<file path="config.mk">
export PLATFORM = sky130hd
export DESIGN_NAME = battery_soc_interpolator_unit
export DESIGN_NICKNAME = d
export VERILOG_FILES = /design/src/hw/rtl/bsoc_pkg.sv /design/src/hw/rtl/bsoc_seg.sv /design/src/hw/rtl/bsoc_mul.sv /design/src/hw/rtl/bsoc_fix.sv /design/src/hw/rtl/battery_soc_interpolator_unit.sv
export SDC_FILE = /design/constraint.sdc
export NUM_CORES = 1
export LEC_CHECK = 0
export BUFFER_PORTS_ARGS = -buffer_cell sky130_fd_sc_hd__buf_2
export CAP_MARGIN = 30
export CORE_ASPECT_RATIO = 2
export CORE_MARGIN = 2
export CORE_UTILIZATION = 30
export CTS_CLUSTER_SIZE = 20
export DETAILED_ROUTE_END_ITERATION = 8
export GPL_ROUTABILITY_DRIVEN = 0
export MAX_ROUTING_LAYER = met4
export PLACE_DENSITY = 0.45
export RECOVER_POWER = 25
export SYNTH_ARGS = -nofsm -noshare
export SYNTH_HDL_FRONTEND = slang
export SYNTH_SLANG_ARGS = --single-unit
</file>
<file path="constraint.sdc">
create_clock -name clk -period 14.1 [get_ports clk]
set_input_delay 0.705 -clock clk [delete_from_list [all_inputs] [get_ports clk]]
set_output_delay 0.705 -clock clk [all_outputs]
set_load 0.02 [all_outputs]
</file>
<file path="src/hw/rtl/bsoc_pkg.sv">
package bsoc_pkg;

  localparam int MvW    = 16;
  localparam int PctW   = 15;
  localparam int SegW   = 4;
  localparam int DeltaW = 9;
  localparam int NumW   = 20;
  localparam int QuotW  = 12;
  localparam int RecW   = 28;
  localparam int RecSh  = 32;
  localparam int NumSeg = 10;

  localparam logic [MvW-1:0]  BottomMv = 16'd3300;
  localparam logic [MvW-1:0]  TopMv    = 16'd4200;
  localparam logic [PctW-1:0] StepQ8   = 15'd2560;
  localparam logic [PctW-1:0] FullQ8   = 15'd25600;

  // stage 1 to stage 2
  typedef struct packed {
    logic              below;
    logic              full;
    logic [SegW-1:0]   seg;
    logic [DeltaW-1:0] delta;
  } seg_t;

  // stage 2 to stage 3
  typedef struct packed {
    logic              below;
    logic              full;
    logic [SegW-1:0]   seg;
    logic [NumW-1:0]   num;
    logic [QuotW-1:0]  quot;
  } quot_t;

  // discharge curve breakpoints in millivolts, 0 to 100 percent in 10 percent steps
  function automatic logic [MvW-1:0] bp_mv(input logic [SegW-1:0] idx);
    logic [MvW-1:0] v;
    case (idx)
      4'd0:    v = 16'd3300;
      4'd1:    v = 16'd3584;
      4'd2:    v = 16'd3678;
      4'd3:    v = 16'd3725;
      4'd4:    v = 16'd3748;
      4'd5:    v = 16'd3775;
      4'd6:    v = 16'd3815;
      4'd7:    v = 16'd3873;
      4'd8:    v = 16'd3951;
      4'd9:    v = 16'd4036;
      4'd10:   v = 16'd4200;
      default: v = 16'd0;
    endcase
    return v;
  endfunction

  // width of segment in millivolts, indexed by upper breakpoint
  function automatic logic [DeltaW-1:0] seg_span(input logic [SegW-1:0] seg);
    logic [DeltaW-1:0] v;
    case (seg)
      4'd1:    v = 9'd284;
      4'd2:    v = 9'd94;
      4'd3:    v = 9'd47;
      4'd4:    v = 9'd23;
      4'd5:    v = 9'd27;
      4'd6:    v = 9'd40;
      4'd7:    v = 9'd58;
      4'd8:    v = 9'd78;
      4'd9:    v = 9'd85;
      4'd10:   v = 9'd164;
      default: v = 9'd1;
    endcase
    return v;
  endfunction

  // floor(2^32 / span), so the estimate is low by at most one
  function automatic logic [RecW-1:0] seg_recip(input logic [SegW-1:0] seg);
    logic [RecW-1:0] v;
    case (seg)
      4'd1:    v = 28'd15123124;
      4'd2:    v = 28'd45691141;
      4'd3:    v = 28'd91382282;
      4'd4:    v = 28'd186737708;
      4'd5:    v = 28'd159072862;
      4'd6:    v = 28'd107374182;
      4'd7:    v = 28'd74051160;
      4'd8:    v = 28'd55063683;
      4'd9:    v = 28'd50529027;
      4'd10:   v = 28'd26188824;
      default: v = 28'd0;
    endcase
    return v;
  endfunction

endpackage

</file>
<file path="src/hw/rtl/bsoc_seg.sv">
module bsoc_seg
  import bsoc_pkg::*;
(
  input  logic           clk,
  input  logic           rst,
  input  logic           in_valid,
  output logic           in_ready,
  input  logic [MvW-1:0] in_mv,
  output logic           out_valid,
  input  logic           out_ready,
  output seg_t           out_data
);

  seg_t seg_next;

  assign in_ready = !out_valid || out_ready;

  // find first breakpoint at or above the voltage
  always_comb begin
    logic [SegW-1:0] k_sel;
    logic [MvW-1:0]  diff;
    k_sel = SegW'(NumSeg);
    for (int k = NumSeg; k >= 1; k--) begin
      if (in_mv <= bp_mv(SegW'(k))) begin
        k_sel = SegW'(k);
      end
    end
    diff = in_mv - bp_mv(k_sel - 4'd1);
    seg_next.below = (in_mv < BottomMv);
    seg_next.full  = (in_mv > TopMv);
    seg_next.seg   = k_sel;
    seg_next.delta = (in_mv < BottomMv || in_mv > TopMv) ? '0 : diff[DeltaW-1:0];
  end

  // valid follows the transaction
  always_ff @(posedge clk) begin
    if (rst) begin
      out_valid <= 1'b0;
    end else if (in_ready) begin
      out_valid <= in_valid;
    end
  end

  always_ff @(posedge clk) begin
    if (in_ready && in_valid) begin
      out_data <= seg_next;
    end
  end

endmodule

</file>
<file path="src/hw/rtl/bsoc_mul.sv">
module bsoc_mul
  import bsoc_pkg::*;
(
  input  logic  clk,
  input  logic  rst,
  input  logic  in_valid,
  output logic  in_ready,
  input  seg_t  in_data,
  output logic  out_valid,
  input  logic  out_ready,
  output quot_t out_data
);

  logic [NumW-1:0]        num;
  logic [NumW+RecW-1:0]   prod;
  quot_t                  quot_next;

  assign in_ready = !out_valid || out_ready;

  // scale offset by 2560 and multiply by segment reciprocal
  assign num  = (NumW'(in_data.delta) << 11) + (NumW'(in_data.delta) << 9);
  assign prod = (NumW+RecW)'(num) * (NumW+RecW)'(seg_recip(in_data.seg));

  always_comb begin
    quot_next.below = in_data.below;
    quot_next.full  = in_data.full;
    quot_next.seg   = in_data.seg;
    quot_next.num   = num;
    quot_next.quot  = prod[RecSh+QuotW-1:RecSh];
  end

  always_ff @(posedge clk) begin
    if (rst) begin
      out_valid <= 1'b0;
    end else if (in_ready) begin
      out_valid <= in_valid;
    end
  end

  always_ff @(posedge clk) begin
    if (in_ready && in_valid) begin
      out_data <= quot_next;
    end
  end

endmodule

</file>
<file path="src/hw/rtl/bsoc_fix.sv">
module bsoc_fix
  import bsoc_pkg::*;
(
  input  logic            clk,
  input  logic            rst,
  input  logic            in_valid,
  output logic            in_ready,
  input  quot_t           in_data,
  output logic            out_valid,
  input  logic            out_ready,
  output logic [PctW-1:0] out_pct
);

  logic [NumW:0]     back;
  logic [NumW:0]     rem;
  logic [QuotW-1:0]  quot;
  logic [PctW-1:0]   base;
  logic [PctW-1:0]   pct_next;

  assign in_ready = !out_valid || out_ready;

  // remainder check lifts the estimate by one when it fell short
  assign back = (NumW+1)'(in_data.quot) * (NumW+1)'(seg_span(in_data.seg));
  assign rem  = (NumW+1)'(in_data.num) - back;
  assign quot = (rem >= (NumW+1)'(seg_span(in_data.seg))) ? in_data.quot + 12'd1 : in_data.quot;

  // add segment base and saturate
  assign base = PctW'(in_data.seg - 4'd1) * StepQ8;

  always_comb begin
    if (in_data.below) begin
      pct_next = '0;
    end else if (in_data.full) begin
      pct_next = FullQ8;
    end else begin
      pct_next = base + PctW'(quot);
    end
  end

  always_ff @(posedge clk) begin
    if (rst) begin
      out_valid <= 1'b0;
    end else if (in_ready) begin
      out_valid <= in_valid;
    end
  end

  always_ff @(posedge clk) begin
    if (in_ready && in_valid) begin
      out_pct <= pct_next;
    end
  end

endmodule

</file>
<file path="src/hw/rtl/battery_soc_interpolator_unit.sv">
// battery state of charge from voltage, piecewise linear over an 11-point
// discharge curve spaced 10 percent apart
//
// input stream: s_axis_tdata carries the voltage in whole millivolts; one
// transaction per sample. output stream: m_axis_tdata carries the state of
// charge in percent times 256, truncated and saturated to 0..25600.
//
// from accepted input to the output register a sample passes, in order, through
// segment search and offset, reciprocal multiply, then remainder correction,
// base add and saturation. one sample is taken every cycle unless the output stalls;
// the 20 x 28 bit reciprocal multiply in the middle stage sets the stage depth.
//
// each stage holds its own valid bit and is ready when empty or when the
// stage after it moves, so a stalled receiver holds the result in the output
// register while earlier stages keep filling; nothing is dropped or repeated.
// reset clears all valid bits; no results are presented until new input.
module battery_soc_interpolator_unit
  import bsoc_pkg::*;
(
  input  logic        clk,
  input  logic        rst,
  input  logic        s_axis_tvalid,
  output logic        s_axis_tready,
  input  logic [15:0] s_axis_tdata,  // [15:0] battery_mv
  output logic        m_axis_tvalid,
  input  logic        m_axis_tready,
  output logic [15:0] m_axis_tdata   // [14:0] charge_pct_q8, [15] zero
);

  logic            v1;
  logic            r1;
  seg_t            d1;
  logic            v2;
  logic            r2;
  quot_t           d2;
  logic [PctW-1:0] pct;

  // segment search
  bsoc_seg u_seg (
    .clk       (clk),
    .rst       (rst),
    .in_valid  (s_axis_tvalid),
    .in_ready  (s_axis_tready),
    .in_mv     (s_axis_tdata),
    .out_valid (v1),
    .out_ready (r1),
    .out_data  (d1)
  );

  // reciprocal multiply
  bsoc_mul u_mul (
    .clk       (clk),
    .rst       (rst),
    .in_valid  (v1),
    .in_ready  (r1),
    .in_data   (d1),
    .out_valid (v2),
    .out_ready (r2),
    .out_data  (d2)
  );

  // correction and saturation
  bsoc_fix u_fix (
    .clk       (clk),
    .rst       (rst),
    .in_valid  (v2),
    .in_ready  (r2),
    .in_data   (d2),
    .out_valid (m_axis_tvalid),
    .out_ready (m_axis_tready),
    .out_pct   (pct)
  );

  assign m_axis_tdata = {1'b0, pct};

endmodule
</file>
# After elaboration in Yosys (flattened, before gate mapping)
# Memories as Yosys holds them, arrays and structs flattened. A register that Yosys moved wholly into a read port is not among the register bits.
# Cells that the tools add are included.
dict set report op_classes {
  multipliers 3
  n_lt_le_gt_ge 12
  addsub 7
  reduce_logical 11
  mux 14
}
# cell n
set ops {}
lappend ops {{16-bit by 12-bit <= comparator with 1-bit output (second input constant)} 9}
lappend ops {{20-bit by 28-bit multiplier with 44-bit output} 1}
lappend ops {{4-bit two-way mux} 10}
lappend ops {{21-bit by 9-bit >= comparator with 1-bit output} 1}
lappend ops {{12-bit by 9-bit multiplier with 21-bit output} 1}
lappend ops {{20-bit by 21-bit subtractor with 21-bit output} 1}
lappend ops {{20-bit by 18-bit adder with 20-bit output} 1}
lappend ops {{16-bit by 13-bit greater-than comparator with 1-bit output (second input constant)} 1}
lappend ops {{16-bit by 12-bit less-than comparator with 1-bit output (second input constant)} 1}
lappend ops {{15-bit by 12-bit adder with 15-bit output} 1}
lappend ops {{15-bit by 3-bit multiplier with 6-bit output (second input constant)} 1}
lappend ops {{15-bit two-way mux} 1}
lappend ops {{12-bit by 1-bit adder with 12-bit output (second input constant)} 1}
lappend ops {{12-bit two-way mux} 1}
lappend ops {{9-bit subtractor} 1}
lappend ops {{4-bit by 1-bit subtractor with 5-bit output (second input constant)} 1}
lappend ops {{1-bit logical OR} 4}
lappend ops {{2-bit two-way mux} 2}
lappend ops {{4-bit by 1-bit subtractor with 4-bit output (second input constant)} 1}
lappend ops {{1-bit logical AND} 3}
lappend ops {{1-bit zero test} 3}
lappend ops {{2-bit OR reduction} 1}
dict set report word_totals {
  register_bits 71
  input_bits 20
  wordCells 65
  mem_bits_ro 944
  n_memories 4
}
# memory words word_bits rd rd_ports_with_merged_regs wr line_no
set mem_list {}
lappend mem_list {{(name not given)} 16 28 1 1 0 bsoc_pkg.sv:77} ;# case (seg)
lappend mem_list {{(name not given)} 16 13 1 0 0 bsoc_pkg.sv:38} ;# case (idx)
lappend mem_list {{(name not given)} 16 9 1 1 0 bsoc_pkg.sv:58} ;# case (seg)
lappend mem_list {{(name not given)} 16 9 1 1 0 bsoc_pkg.sv:58}

# Logic depth before layout (Yosys ltp)
# Gate-level depths: netlist of the first run.
# An unclocked memory read counts as a cell.
dict set report logic_depth {
  word_depth 13
  mapped_depth 32
}

# Cells and area by module
# From an unflattened synthesis of the first run, not the netlist that was laid out.
dict set report unflattened {
  hier_cells 2149
  area_unflattened_um2 19087.1
}
# mod n_inst cells_per_inst seq_area_each_um2 area_each_um2
set modules_own_cells {}
lappend modules_own_cells {bsoc_mul 1 1272 890.9 11652.4}
lappend modules_own_cells {bsoc_fix 1 698 470.5 5914.4}
lappend modules_own_cells {bsoc_seg 1 177 470.5 1508.9}
lappend modules_own_cells {battery_soc_interpolator_unit 1 2 0.0 11.3}

# Worst setup path after synthesis of the first run
# Ideal clock, no wire load.
dict set report synth_timing {
  path_type {reg-to-reg}
  startpoint {reg u_seg.out_data[1] in the netlist's numbering}
  endpoint {reg u_mul.out_data[11] in the netlist's numbering, data pin}
  n_path_buf 2
  arrival_time_ns 7.640
  path_slack_ns 6.195
  path_stages_with_launch 29
  setup_ns 0.265
  path_cell_list {edfxtp_1 -> clkbuf_1 -> inv_1 -> fa_1 -> nor2b_1 -> o21a_1 -> o211a_1 -> o31a_1 -> o21ai_0 -> xnor2_1 -> clkbuf_1 -> nand2_1 -> fa_1 -> inv_1 -> fa_1 -> fa_1 -> fa_1 -> fa_1 -> ha_1 -> ha_1 -> ha_1 -> a21oi_1 -> o22ai_1 -> a2111oi_0 -> o311ai_1 -> o31ai_1 -> a311oi_1 -> a311oi_1 -> xnor2_1}
}
dict set report synth_between {
  elab_chain_cells 2
}
# element line_no
set synth_lines {}
lappend synth_lines {{start: declaration} bsoc_seg.sv:11} ;# output seg_t out_data
lappend synth_lines {{start signal: assignment} bsoc_seg.sv:46} ;# out_data <= seg_next;
lappend synth_lines {{20-bit by 18-bit adder with 20-bit output} bsoc_mul.sv:21} ;# assign num = (NumW'(in_data.delta) << 11) + (NumW'(in_data.delta) << 9);
lappend synth_lines {{20-bit by 28-bit multiplier with 44-bit output} bsoc_mul.sv:22} ;# assign prod = (NumW+RecW)'(num) * (NumW+RecW)'(seg_recip(in_data.seg));
lappend synth_lines {{net u_mul.prod[43]} bsoc_mul.sv:15} ;# logic [NumW+RecW-1:0] prod;
lappend synth_lines {{end signal: assignment} bsoc_mul.sv:42} ;# out_data <= quot_next;
lappend synth_lines {{end: declaration} bsoc_mul.sv:11} ;# output quot_t out_data
# The timed path passes the listed nets, and every way through them passes these cells.
# A chain may end at the register's enable or synchronous reset.

# Final worst setup path of the first run
dict set report layout_timing {
  startpoint {reg u_seg.out_data[0] in the netlist's numbering}
  endpoint {reg u_mul.out_data[11] in the netlist's numbering, data pin}
}
# The elaborated chain is that of the path after synthesis.

==> results of run 1 <==
==> metrics by stage <==
step | hold slack [ns] | util (%) | worst slack [ns] | area [um^2]
finish | 0.5031 | 32.33 | 4.099 | 20300
global route | 0.5030 | 32.33 | 3.402 | 20300
CTS | 0.4870 | 32.37 | 4.584 | 20330
detailed placement | 0.4850 | 31.92 | 4.620 | 20040
global placement | 0.4775 | 31.91 | 4.744 | 20030
floorplan | 0.4003 | - | 6.195 | 19040
==> kinds of logic after synthesis <==
kind of cell / after synthesis / share of synthesized area, %
and+or+nand+nor: 635 / 16.24
adders and majority gates: 574 / 50.02
buffers and inverters: 481 / 9.554
AOI/OAI and AO/OA: 223 / 7.418
DFF: 99 / 13.51
xor gates and xnor gates: 51 / 2.418
muxes: 15 / 0.8279
other: 1 / 0.01969
==> metal layers <==
| metal | GRT usage, % | vias to the layer above |
|---|---|---|
| met5 | - | - |
| li1 | - | 6472 |
| met2 | 35.50 | 177 |
| met3 | 1.342 | 81 |
| met1 | 15.15 | 6925 |
| met4 | 6.167 | 0 |
==> layout by cell type, fill, tap and decap left out, types with 11 or more instances in the layout <==
| cell | n |
|---|---|
| inv_1 | 389 |
| fa_1 | 312 |
| nand2_1 | 262 |
| ha_1 | 262 |
| and2_1 | 189 |
| nor2_1 | 85 |
| a21oi_1 | 66 |
| edfxtp_1 | 59 |
| o21ai_0 | 44 |
| dfxtp_1 | 40 |
| xnor2_1 | 35 |
| buf_2 | 25 |
| nor3_1 | 19 |
| nor2b_1 | 15 |
| clkbuf_1 | 15 |
| buf_4 | 15 |
| o21a_1 | 14 |
| a31oi_1 | 13 |
| nand3_1 | 12 |
| a211oi_1 | 11 |
| mux2i_1 | 11 |
==> critical path: cells and delay by family, from the launching register on <==
family                   cells  cell delay [ns]
adder cells (fa/ha/maj)     10             4.34
flip-flops                   1             0.32
buffers and inverters        4             1.47
AO/OA/AOI/OAI               11             3.04
XOR/XNOR                     2             0.26
AND/OR/NAND/NOR              2             0.27
==> worst max-delay path by stage <==
stage / end / cells past startpoint
2_1_floorplan: u_mul.out_data[11]$_DFFE_PP_ / 28
3_3_place_gp: u_mul.out_data[11]$_DFFE_PP_ / 29
3_5_place_dp: u_mul.out_data[11]$_DFFE_PP_ / 29
4_1_cts: u_mul.out_data[11]$_DFFE_PP_ / 29
5_1_grt: u_mul.out_data[8]$_DFFE_PP_ / 30
6_report: u_mul.out_data[11]$_DFFE_PP_ / 29
==> cell type report <==
class | instances | area (um^2) | share of cell area [%]
multi-input cells | 1499 | 14700 | 72.40
flip-flops and latches | 99 | 2572 | 12.67
inverters | 390 | 1464 | 7.211
well taps | 792 | 991.0 | 4.881
repair buffers | 54 | 290.3 | 1.430
clock buffers | 10 | 229.0 | 1.128
clock inverters | 6 | 56.30 | 0.2774
==> summary.txt, run 1 <==
Critical path
  • Crit path max fanout: 29
  • Reg2reg end: u_mul.out_data[11]$_DFFE_PP_
  • Crit path max-delay cell type: clkbuf_1
  • Arr. time, crit path: 10.12 ns
  • R2R depth: 29
  • FF-to-FF setup slack: 4.10 ns
  • Worst path most repeated cell: fa_1
  • Crit path largest cell delay: 1.01 ns
  • Reg2reg start: u_seg.out_data[0]$_SDFFCE_PP0P_
  • Critical path capture point type: flip-flop
  • Setup Crit Path Kind: flip-flop to flip-flop
  • Startpoint type of the worst setup path: flip-flop
  • Worst endpoint required time: 14.21 ns
  • Launch point of the worst path: u_seg.out_data[0]$_SDFFCE_PP0P_

Global routing
  • First-pass GRT wire length: 82.41 mm
  • Initial antenna violation count: 0
  • Grt total ovfl: 0
  • Vias in the first global route: 15250
  • GRT Util Overall: 16.88%
  • Largest net degree at the start of global routing: 31

Die
  • Die Y-Extent: 360.3 um
  • DIE AREA: 65630 um^2
  • Core area: 62790 um^2
  • FP Rows: 130
  • I/O pin count: 38
  • Initial core utilization: 30.33%
  • Die width: 182.1 um

Synth
  • Count leader, synth: inv_1
  • Synth top area share: 32.80%
  • Post-synth EDFFs: 59
  • Synthesized area per cell: 9.159 um^2
  • Area contributors post-synth: fa_1 33%, ha_1 17%, edfxtp_1 9.3%, inv_1 7.7%, and2_1 6.2%
  • Synth Warn #: 0
  • Prevailing post-synth register cell: edfxtp_1
  • Ys async rst share: 0%
  • Yosys cell types: 71
  • Syn nets: 2673
  • Register area share after synthesis: 13.51%
  • FF+latch count, synth: 99
  • Commonest cells post-synth: 389 x inv_1, 312 x fa_1, 262 x ha_1, 262 x nand2_1, 189 x and2_1
  • Cells after Synth: 2079
  • Yosys top cell by area: fa_1
  • Mapped Area: 19040 um^2

Status
  • Status: finished with violations
  • Failing checks: max-capacitance violations, max-slew violations

Clock network
  • Clk_lat worst skew: 0.38 ns
  • Hold buffer count at cts: 0
  • H-tree lvl count: 3
  • Root buffer cell: clkbuf_16
  • CTS resizes: 0
  • Post-CTS Setup Repair Bufs: 0
  • TritonCTS buffer count: 9
  • CTS clock-pin slew for the worst setup and hold paths: 0.08 ns
  • Clock tree buffer depth: 2
  • Sink Count: 99
  • TritonCTS clock tree: built

Drt
  • Routed Antenna Nets: 0
  • Routed len/inst: 18.07 um
  • Via count: 13660
  • DR top layer: met4
  • DR WL met2: 31.44 mm
  • DR pass1 iterations: 5
  • Metal3 WL: 778 um
  • Routed vias/inst: 4.791
  • Met1 wire length: 17.34 mm
  • DRT iter0 DRCs: 495
  • # DRC: 0
  • Routed wire length: 51.50 mm

Placement
  • Placed instance count: 2834
  • DP HPWL: 42.64 mm
  • IO buf count: 36

Layout
  • # diodes: 0
  • Final cell count without fillers: 2850
  • Nets@finish: 2647
  • Layout cells sized above 1: 3.693%
  • Fillcell total: 6552
  • P&R area growth vs syn: 6.610%

Hold path
  • Hold Crit Depth: 0
  • Hold path startpoint: u_seg.out_data[13]$_DFFE_PP_
  • Hold Path End: u_mul.out_data[36]$_DFFE_PP_
  • Hold Path Class: flip-flop to flip-flop

STA
  • Final period utilization: 70.93%
  • Crit path time final: 10.00 ns
  • Fin. Hold Viols: 0
  • RSZ-0062 raised after global routing: false
  • Fmax: 0.09999 GHz
  • Final setup fails: 0
  • Slew HR: -0.6299%
  • Layout Skew: 0.01593 ns
  • Max Slew Vio Count: 31
  • Worst-margin pin slew: 1.509 ns
  • Setup_tns: 0 ns

Run
  • Max-Cap Viols: 1
Power of run 1 is not shown: default switching activity piles up to over one toggle a cycle in this logic, so the estimate is an artifact.
==> run 2, diff against run 1 <==
Clock period 14.1 ns to 9.6 ns, I/O delays scaled along.
==> summary.txt, run 2 (synthesis results as in run 1) <==
Global routing
  • Vias in the first global route: 15970 (+4.7%)
  • Met1 Use GR: 15.34% (+0.19 points)
  • Met3 usage: 1.746% (+0.40 points)
  • Largest net degree at the start of global routing: 30 (-3.2%)
  • GR peak layer: met2
  • Grt total ovfl: 0 (unchanged)
  • GRT Util Overall: 17.10% (+0.21 points)
  • Initial antenna violation count: 0 (unchanged)
  • M2 GR Usage: 34.53% (-0.97 points)
  • First-pass GRT wire length: 84.06 mm (+2.0%)

Die
  • DIE AREA: 65630 um^2 (unchanged)
  • Core area: 62790 um^2 (unchanged)
  • FP Rows: 130 (unchanged)
  • Initial core utilization: 30.33% (unchanged)
  • Die Y-Extent: 360.3 um (unchanged)
  • Die width: 182.1 um (unchanged)
  • I/O pin count: 38 (unchanged)

STA
  • Max Slew Vio Count: 0 (-100%)
  • Slew HR: 0.4441% (+1.1 points)
  • Setup_tns: 0 ns (unchanged)
  • Final setup fails: 0 (unchanged)
  • RSZ-0062 raised after global routing: false
  • Fmax: 0.1102 GHz (+10%)
  • Worst-margin pin slew: 1.493 ns (-0.01611 ns)
  • Layout Skew: 0.01229 ns (-0.003640 ns)
  • Final period utilization: 94.54% (+24 points)
  • Crit path time final: 9.076 ns (-0.9248 ns)
  • Fin. Hold Viols: 0 (unchanged)

Critical path
  • Setup Crit Path Kind: flip-flop to flip-flop
  • Launch point of the worst path: u_seg.out_data[2]$_SDFFCE_PP0P_
  • End point of the critical path: u_mul.out_data[11]$_DFFE_PP_
  • Arr. time, crit path: 9.19 ns (-0.93 ns)
  • Critical path capture point type: flip-flop
  • R2R depth: 27 (-6.9%)
  • Reg2reg start: u_seg.out_data[2]$_SDFFCE_PP0P_
  • Crit path max fanout: 12 (-59%)
  • Worst endpoint required time: 9.72 ns (-4.49 ns)
  • FF-to-FF setup slack: 0.52 ns (-3.58 ns)
  • Reg2reg end: u_mul.out_data[11]$_DFFE_PP_
  • Startpoint type of the worst setup path: flip-flop

Clock network
  • CTS clock-pin slew for the worst setup and hold paths: 0.08 ns (about the same)
  • Clk_lat worst skew: 0.38 ns (about the same)
  • Root buffer cell: clkbuf_16
  • TritonCTS clock tree: built
  • Hold buffer count at cts: 0 (unchanged)
  • Clock tree buffer depth: 2 (unchanged)
  • H-tree lvl count: 3 (unchanged)
  • Post-CTS Setup Repair Bufs: 0 (unchanged)
  • Sink Count: 99 (unchanged)
  • TritonCTS buffer count: 9 (unchanged)
  • CTS resizes: 0 (unchanged)

Layout
  • Most frequent cells in the layout: 389 x inv_1, 312 x fa_1, 262 x nand2_1, 262 x ha_1, 189 x and2_1
  • Nets@finish: 2657 (+0.38%)
  • Final core occ: 32.45% (+0.12 points)
  • # diodes: 0 (unchanged)
  • P&R area growth vs syn: 6.991%
  • Commonest non-fill, non-tap cell in the layout: inv_1
  • Layout cells sized above 1: 3.965% (+0.27 points)

Drt
  • Routed wire length: 52.16 mm (+1.3%)
  • Routed vias/inst: 4.878 (+1.8%)
  • DR pass1 iterations: 5 (unchanged)
  • Routed Antenna Nets: 0 (unchanged)
  • DRT iter0 DRCs: 424 (-14%)
  • Via count: 13950 (+2.2%)
  • Routed len/inst: 18.24 um (+0.92%)
  • # DRC: 0 (unchanged)

Status
  • Failing checks: max-capacitance violations
  • Status: finished with violations

Hold path
  • Hold Path Class: primary input to flip-flop

Run
  • Max-Cap Viols: 1 (unchanged)

Placement
  • IO buf count: 36 (unchanged)
  • DP HPWL: 44.60 mm (+4.6%)
run 2: cell types whose count changed in the layout (fill, tap and decap cells not counted):
| cell | previous run | this run |
|---|---|---|
| buf_4 | 15 | 26 |
| buf_2 | 25 | 19 |
| clkbuf_1 | 15 | 19 |
| clkinv_4 | 2 | 3 |
| clkinvlp_2 | 0 | 1 |
| inv_6 | 1 | 0 |
run 2: worst min path at each step:
stage | startpoint | endpoint | slack [ns] | cells after the start
finish | rst | u_seg.out_valid$_SDFFE_PP0N_ | 0.28 | 2
global route | rst | u_seg.out_valid$_SDFFE_PP0N_ | 0.28 | 2
CTS | rst | u_seg.out_valid$_SDFFE_PP0N_ | 0.27 | 2
detailed placement | u_seg.out_valid$_SDFFE_PP0N_ | u_mul.out_valid$_SDFFE_PP0P_ | 0.49 | 2
global placement | u_seg.out_valid$_SDFFE_PP0N_ | u_mul.out_valid$_SDFFE_PP0P_ | 0.48 | 2
floorplan | u_seg.out_data[13]$_DFFE_PP_ | u_mul.out_data[36]$_DFFE_PP_ | 0.40 | 0
run 2: critical path: stages, from the launching register on:
cell	delay (ns)
edfxtp_1	0.36
ha_1	0.20
inv_1	0.07
fa_1	0.42
nor2b_1	0.16
o21a_1	0.15
o211a_1	0.16
o31a_1	0.17
o21ai_0	0.14
xnor2_2	0.77
nand2_1	0.20
fa_1	0.57
inv_1	0.05
fa_1	0.51
fa_1	0.53
fa_1	0.51
fa_1	0.49
ha_1	0.31
ha_1	0.30
ha_1	0.31
a21oi_1	0.17
o22ai_1	0.11
a2111oi_0	0.45
o311ai_1	0.33
o31ai_1	0.60
a311oi_1	0.29
a311oi_1	0.37
xnor2_1	0.11
run 2: metrics by stage:
stage / worst slack (ns) / std cells / cell area [um^2] / hold slack (ns)
after global routing: 0.02939 / 2860 / 20370 / 0.2771
after global placement: 0.5041 / 2844 / 20120 / 0.4765
after detailed placement: 0.4118 / 2844 / 20120 / 0.4885
final: 0.5243 / 2860 / 20370 / 0.2811
after CTS: 0.3620 / 2860 / 20400 / 0.2667
after floorplan: 1.695 / 2079 / 19040 / 0.4003
run 2: area by class of cell:
type	instances	area [um^2]
clock buffers	9	225.2
inverters	390	1464
flip-flops and latches	99	2572
fillers	6594	42410
repair buffers	64	361.6
multi-input cells	1499	14700
well taps	792	991.0
clock inverters	7	61.31
run 2: metal layers:
layer  wire length (um)  share of wire (%)
met3               1161                2.2
met4               2970                5.7
met1              17310                 33
met5                  0                  0
met2              30710                 59
Power of run 2 is left out for the same reason.
==> run 3, diff against run 2 <==
--- a/config.mk
+++ b/config.mk
@@ -19,3 +19,4 @@
 export SYNTH_ARGS = -nofsm -noshare
 export SYNTH_HDL_FRONTEND = slang
+export SYNTH_HIERARCHICAL = 1
 export SYNTH_SLANG_ARGS = --single-unit
==> constraint.sdc (replaced) <==
create_clock -name clk -period 9.6 [get_ports clk]
set_input_delay 0.96 -clock clk [delete_from_list [all_inputs] [get_ports clk]]
set_output_delay 0.96 -clock clk [all_outputs]
set_load 0.02 [all_outputs]
==> summary.txt, run 3 <==
Status
  • Status: finished with violations
  • Failing checks: max-capacitance violations, max-slew violations

Placement
  • Setup WS pre-CTS: 0.5467 ns (+0.1349 ns)
  • IO buf count: 36 (unchanged)
  • DP HPWL: 48.59 mm (+8.9%)
  • Placed Area: 20250 um^2 (+0.68%)
  • Placed instance count: 2943 (+3.5%)

Power
  • Power Total: 6.870 mW
  • Cell Pwr Density: 334.4 nW/um^2
  • P_leak: 9.625 nW
  • Worst VDD drop: 682.6 uV

Critical path
  • FF-to-FF setup slack: 0.64 ns (+0.12 ns)
  • Crit path max fanout: 19 (+7)
  • Crit path max-delay cell type: edfxtp_1
  • Reg2reg start: u_mul/out_data[34]$_DFFE_PP_
  • Startpoint type of the worst setup path: flip-flop
  • Arr. time, crit path: 9.07 ns (-0.12 ns)
  • R2R depth: 33 (+22%)
  • Setup Crit Path Kind: flip-flop to flip-flop
  • Crit path largest cell delay: 0.67 ns (-0.10 ns)
  • Launch point of the worst path: u_mul/out_data[34]$_DFFE_PP_
  • Reg2reg end: u_fix/out_pct[14]$_SDFFCE_PP0P_
  • Critical path capture point type: flip-flop
  • Worst endpoint required time: 9.72 ns (about the same)

Clock network
  • TritonCTS clock tree: built
  • Hold buffer count at cts: 0 (unchanged)
  • TritonCTS buffer count: 9 (unchanged)
  • Sink Count: 62 (-37%)
  • CTS resizes: 0 (unchanged)
  • H-tree lvl count: 3 (unchanged)
  • Clk_lat worst skew: 0.36 ns (-0.02 ns)
  • Root buffer cell: clkbuf_16
  • CTS clock-pin slew for the worst setup and hold paths: 0.07 ns (about the same)
  • Clock tree buffer depth: 2 (unchanged)
  • Post-CTS Setup Repair Bufs: 0 (unchanged)

Synth
  • Prevailing post-synth register cell: edfxtp_1
  • Cells after Synth: 2149 (+3.4%)
  • Area contributors post-synth: fa_1 33%, ha_1 17%, edfxtp_1 9.3%, inv_1 8.0%, nand2_1 4.9%
  • Mapped Area: 19090 um^2 (+0.24%)
  • Count leader, synth: inv_1
  • Synth Warn #: 6 (+6)
  • Synth top area share: 33.46% (+0.66 points)
  • Commonest cells post-synth: 405 x inv_1, 319 x fa_1, 263 x ha_1
  • Ys async rst share: 0% (unchanged)
  • Yosys top cell by area: fa_1
  • Synthesized area per cell: 8.882 um^2 (-3.0%)
  • Yosys cell types: 80 (+13%)
  • Post-synth EDFFs: 59 (unchanged)
  • FF+latch count, synth: 62 (-37%)
  • Register area share after synthesis: 9.597% (-3.9 points)

Hold path
  • Hold Crit Depth: 0 (-2)
  • Hold path startpoint: u_seg/out_data[14]$_DFFE_PP_
  • Hold Path Class: flip-flop to flip-flop
  • Hold Path End: u_mul/out_data[37]$_DFFE_PP_

Die
  • Die width: 182.4 um (+0.12%)
  • I/O pin count: 38 (unchanged)
  • Die Y-Extent: 360.7 um (+0.12%)
  • Initial core utilization: 30.32% (about the same)
  • Core area: 62950 um^2 (+0.26%)
  • FP Rows: 130 (unchanged)
  • DIE AREA: 65780 um^2 (+0.23%)

STA
  • RSZ-0062 raised after global routing: false
  • Worst-margin pin slew: 1.829 ns (+0.3361 ns)
  • Setup_tns: 0 ns (unchanged)
  • Layout Skew: 0.01708 ns (+0.004787 ns)
  • Slew HR: -21.96% (-22 points)
  • Final period utilization: 93.32% (-1.2 points)
  • Final setup fails: 0 (unchanged)
  • Fmax: 0.1116 GHz (+1.3%)
  • Worst hold slack: 0.4397 ns (+0.1585 ns)
  • Max Slew Vio Count: 132 (+132)
  • Setup ws final: 0.6410 ns (+0.1168 ns)
  • Fin. Hold Viols: 0 (unchanged)
  • Crit path time final: 8.959 ns (-0.1168 ns)

Global routing
  • Initial antenna violation count: 0 (unchanged)
  • Largest net degree at the start of global routing: 44 (+47%)
  • Grt total ovfl: 0 (unchanged)
  • Vias in the first global route: 16410 (+2.7%)
  • First-pass GRT wire length: 89.26 mm (+6.2%)
  • GRT Util Overall: 18.30% (+1.2 points)

Layout
  • Nets@finish: 2764 (+4.0%)
  • Commonest non-fill, non-tap cell in the layout: inv_1
  • Layout cells sized above 1: 5.399% (+1.4 points)
  • # diodes: 0 (unchanged)
  • P&R area growth vs syn: 7.624%
  • Most frequent cells in the layout: 405 x inv_1, 319 x fa_1, 263 x ha_1
  • Final cell count without fillers: 2959 (+3.5%)
  • Final core occ: 32.63% (+0.18 points)
  • Largest registers: u_mul/out_data x29, u_fix/out_pct x15, u_seg/out_data x15
  • Fillcell total: 6617 (+0.35%)
  • Reg area: 1832 um^2 (-29%)
  • Final instance area: 20540 um^2 (+0.83%)
  • Max reg flops: 29
  • Multi-input gate area: 15320 um^2 (+4.3%)
  • Most flop-heavy register: u_mul/out_data

Drt
  • Routed len/inst: 19.02 um (+4.3%)
  • # DRC: 0 (unchanged)
  • Routed vias/inst: 4.882 (about the same)
  • Via count: 14450 (+3.5%)
  • Routed Antenna Nets: 0 (unchanged)
  • Routed wire length: 56.28 mm (+7.9%)
  • DR pass1 iterations: 5 (unchanged)
  • DRT iter0 DRCs: 532 (+25%)

Run
  • Max-Cap Viols: 4 (+3)
==> run 3: cell count changes after synthesis, sizes merged, moves of 15 or more <==
cell and delta:
buf +24, nor2 +51, clkbuf -21, nor3 +20, inv +15, dfxtp -37, and2 -48
==> run 3: area by class of cell <==
type | instances | area share, %
multi-input cells | 1593 | 74.60
well taps | 792 | 4.824
flip-flops and latches | 62 | 8.917
clock buffers | 10 | 1.115
repair buffers | 88 | 2.625
clock inverters | 6 | 0.4629
inverters | 408 | 7.455
==> run 3: worst max path at each step <==
stage	end	slack (ns)	depth (start not counted)
2_1_floorplan	u_fix/out_pct[14]$_SDFFCE_PP0P_	1.57	39
3_3_place_gp	u_fix/out_pct[14]$_SDFFCE_PP0P_	0.62	33
3_5_place_dp	u_fix/out_pct[14]$_SDFFCE_PP0P_	0.55	33
4_1_cts	u_fix/out_pct[14]$_SDFFCE_PP0P_	0.53	33
5_1_grt	u_fix/out_pct[14]$_SDFFCE_PP0P_	0.13	36
6_report	u_fix/out_pct[14]$_SDFFCE_PP0P_	0.64	33
==> run 3: critical path, delay by kind of cell, from the launching register on <==
family,cells,cell delay (ns)
buffers and inverters,7,1.04
AO/OA/AOI/OAI,5,1.18
flip-flops,1,0.67
adder cells (fa/ha/maj),7,3.33
XOR/XNOR,2,0.39
AND/OR/NAND/NOR,12,2.08
==> run 3: cells by family after synthesis <==
kind of cell | after synthesis | share of synthesized area, %
buffers and inverters | 502 | 10.31
and+or+nand+nor | 691 | 17.59
adders and majority gates | 582 | 50.70
AOI/OAI and AO/OA | 232 | 7.938
xor gates and xnor gates | 59 | 2.819
DFF | 62 | 9.597
muxes | 19 | 1.009
other | 2 | 0.03935
==> run 3: where the power goes <==
part           leakage, nW  switching [mW]  internal, mW
Sequential           0.585           0.112         0.371
Combinational         8.88            3.59          2.43
Clock                0.157           0.140         0.230
==> run 3: layer usage <==
metal  up-vias  part of all wire [%]  track usage, %
li1       6800                     -               -
met1      7292                    30           14.98
met2       239                    63           39.73
met3       114                   1.5          0.8678
met4         0                   4.8           8.555
met5         -                     0               -
Power figures use the tool's default switching activity.
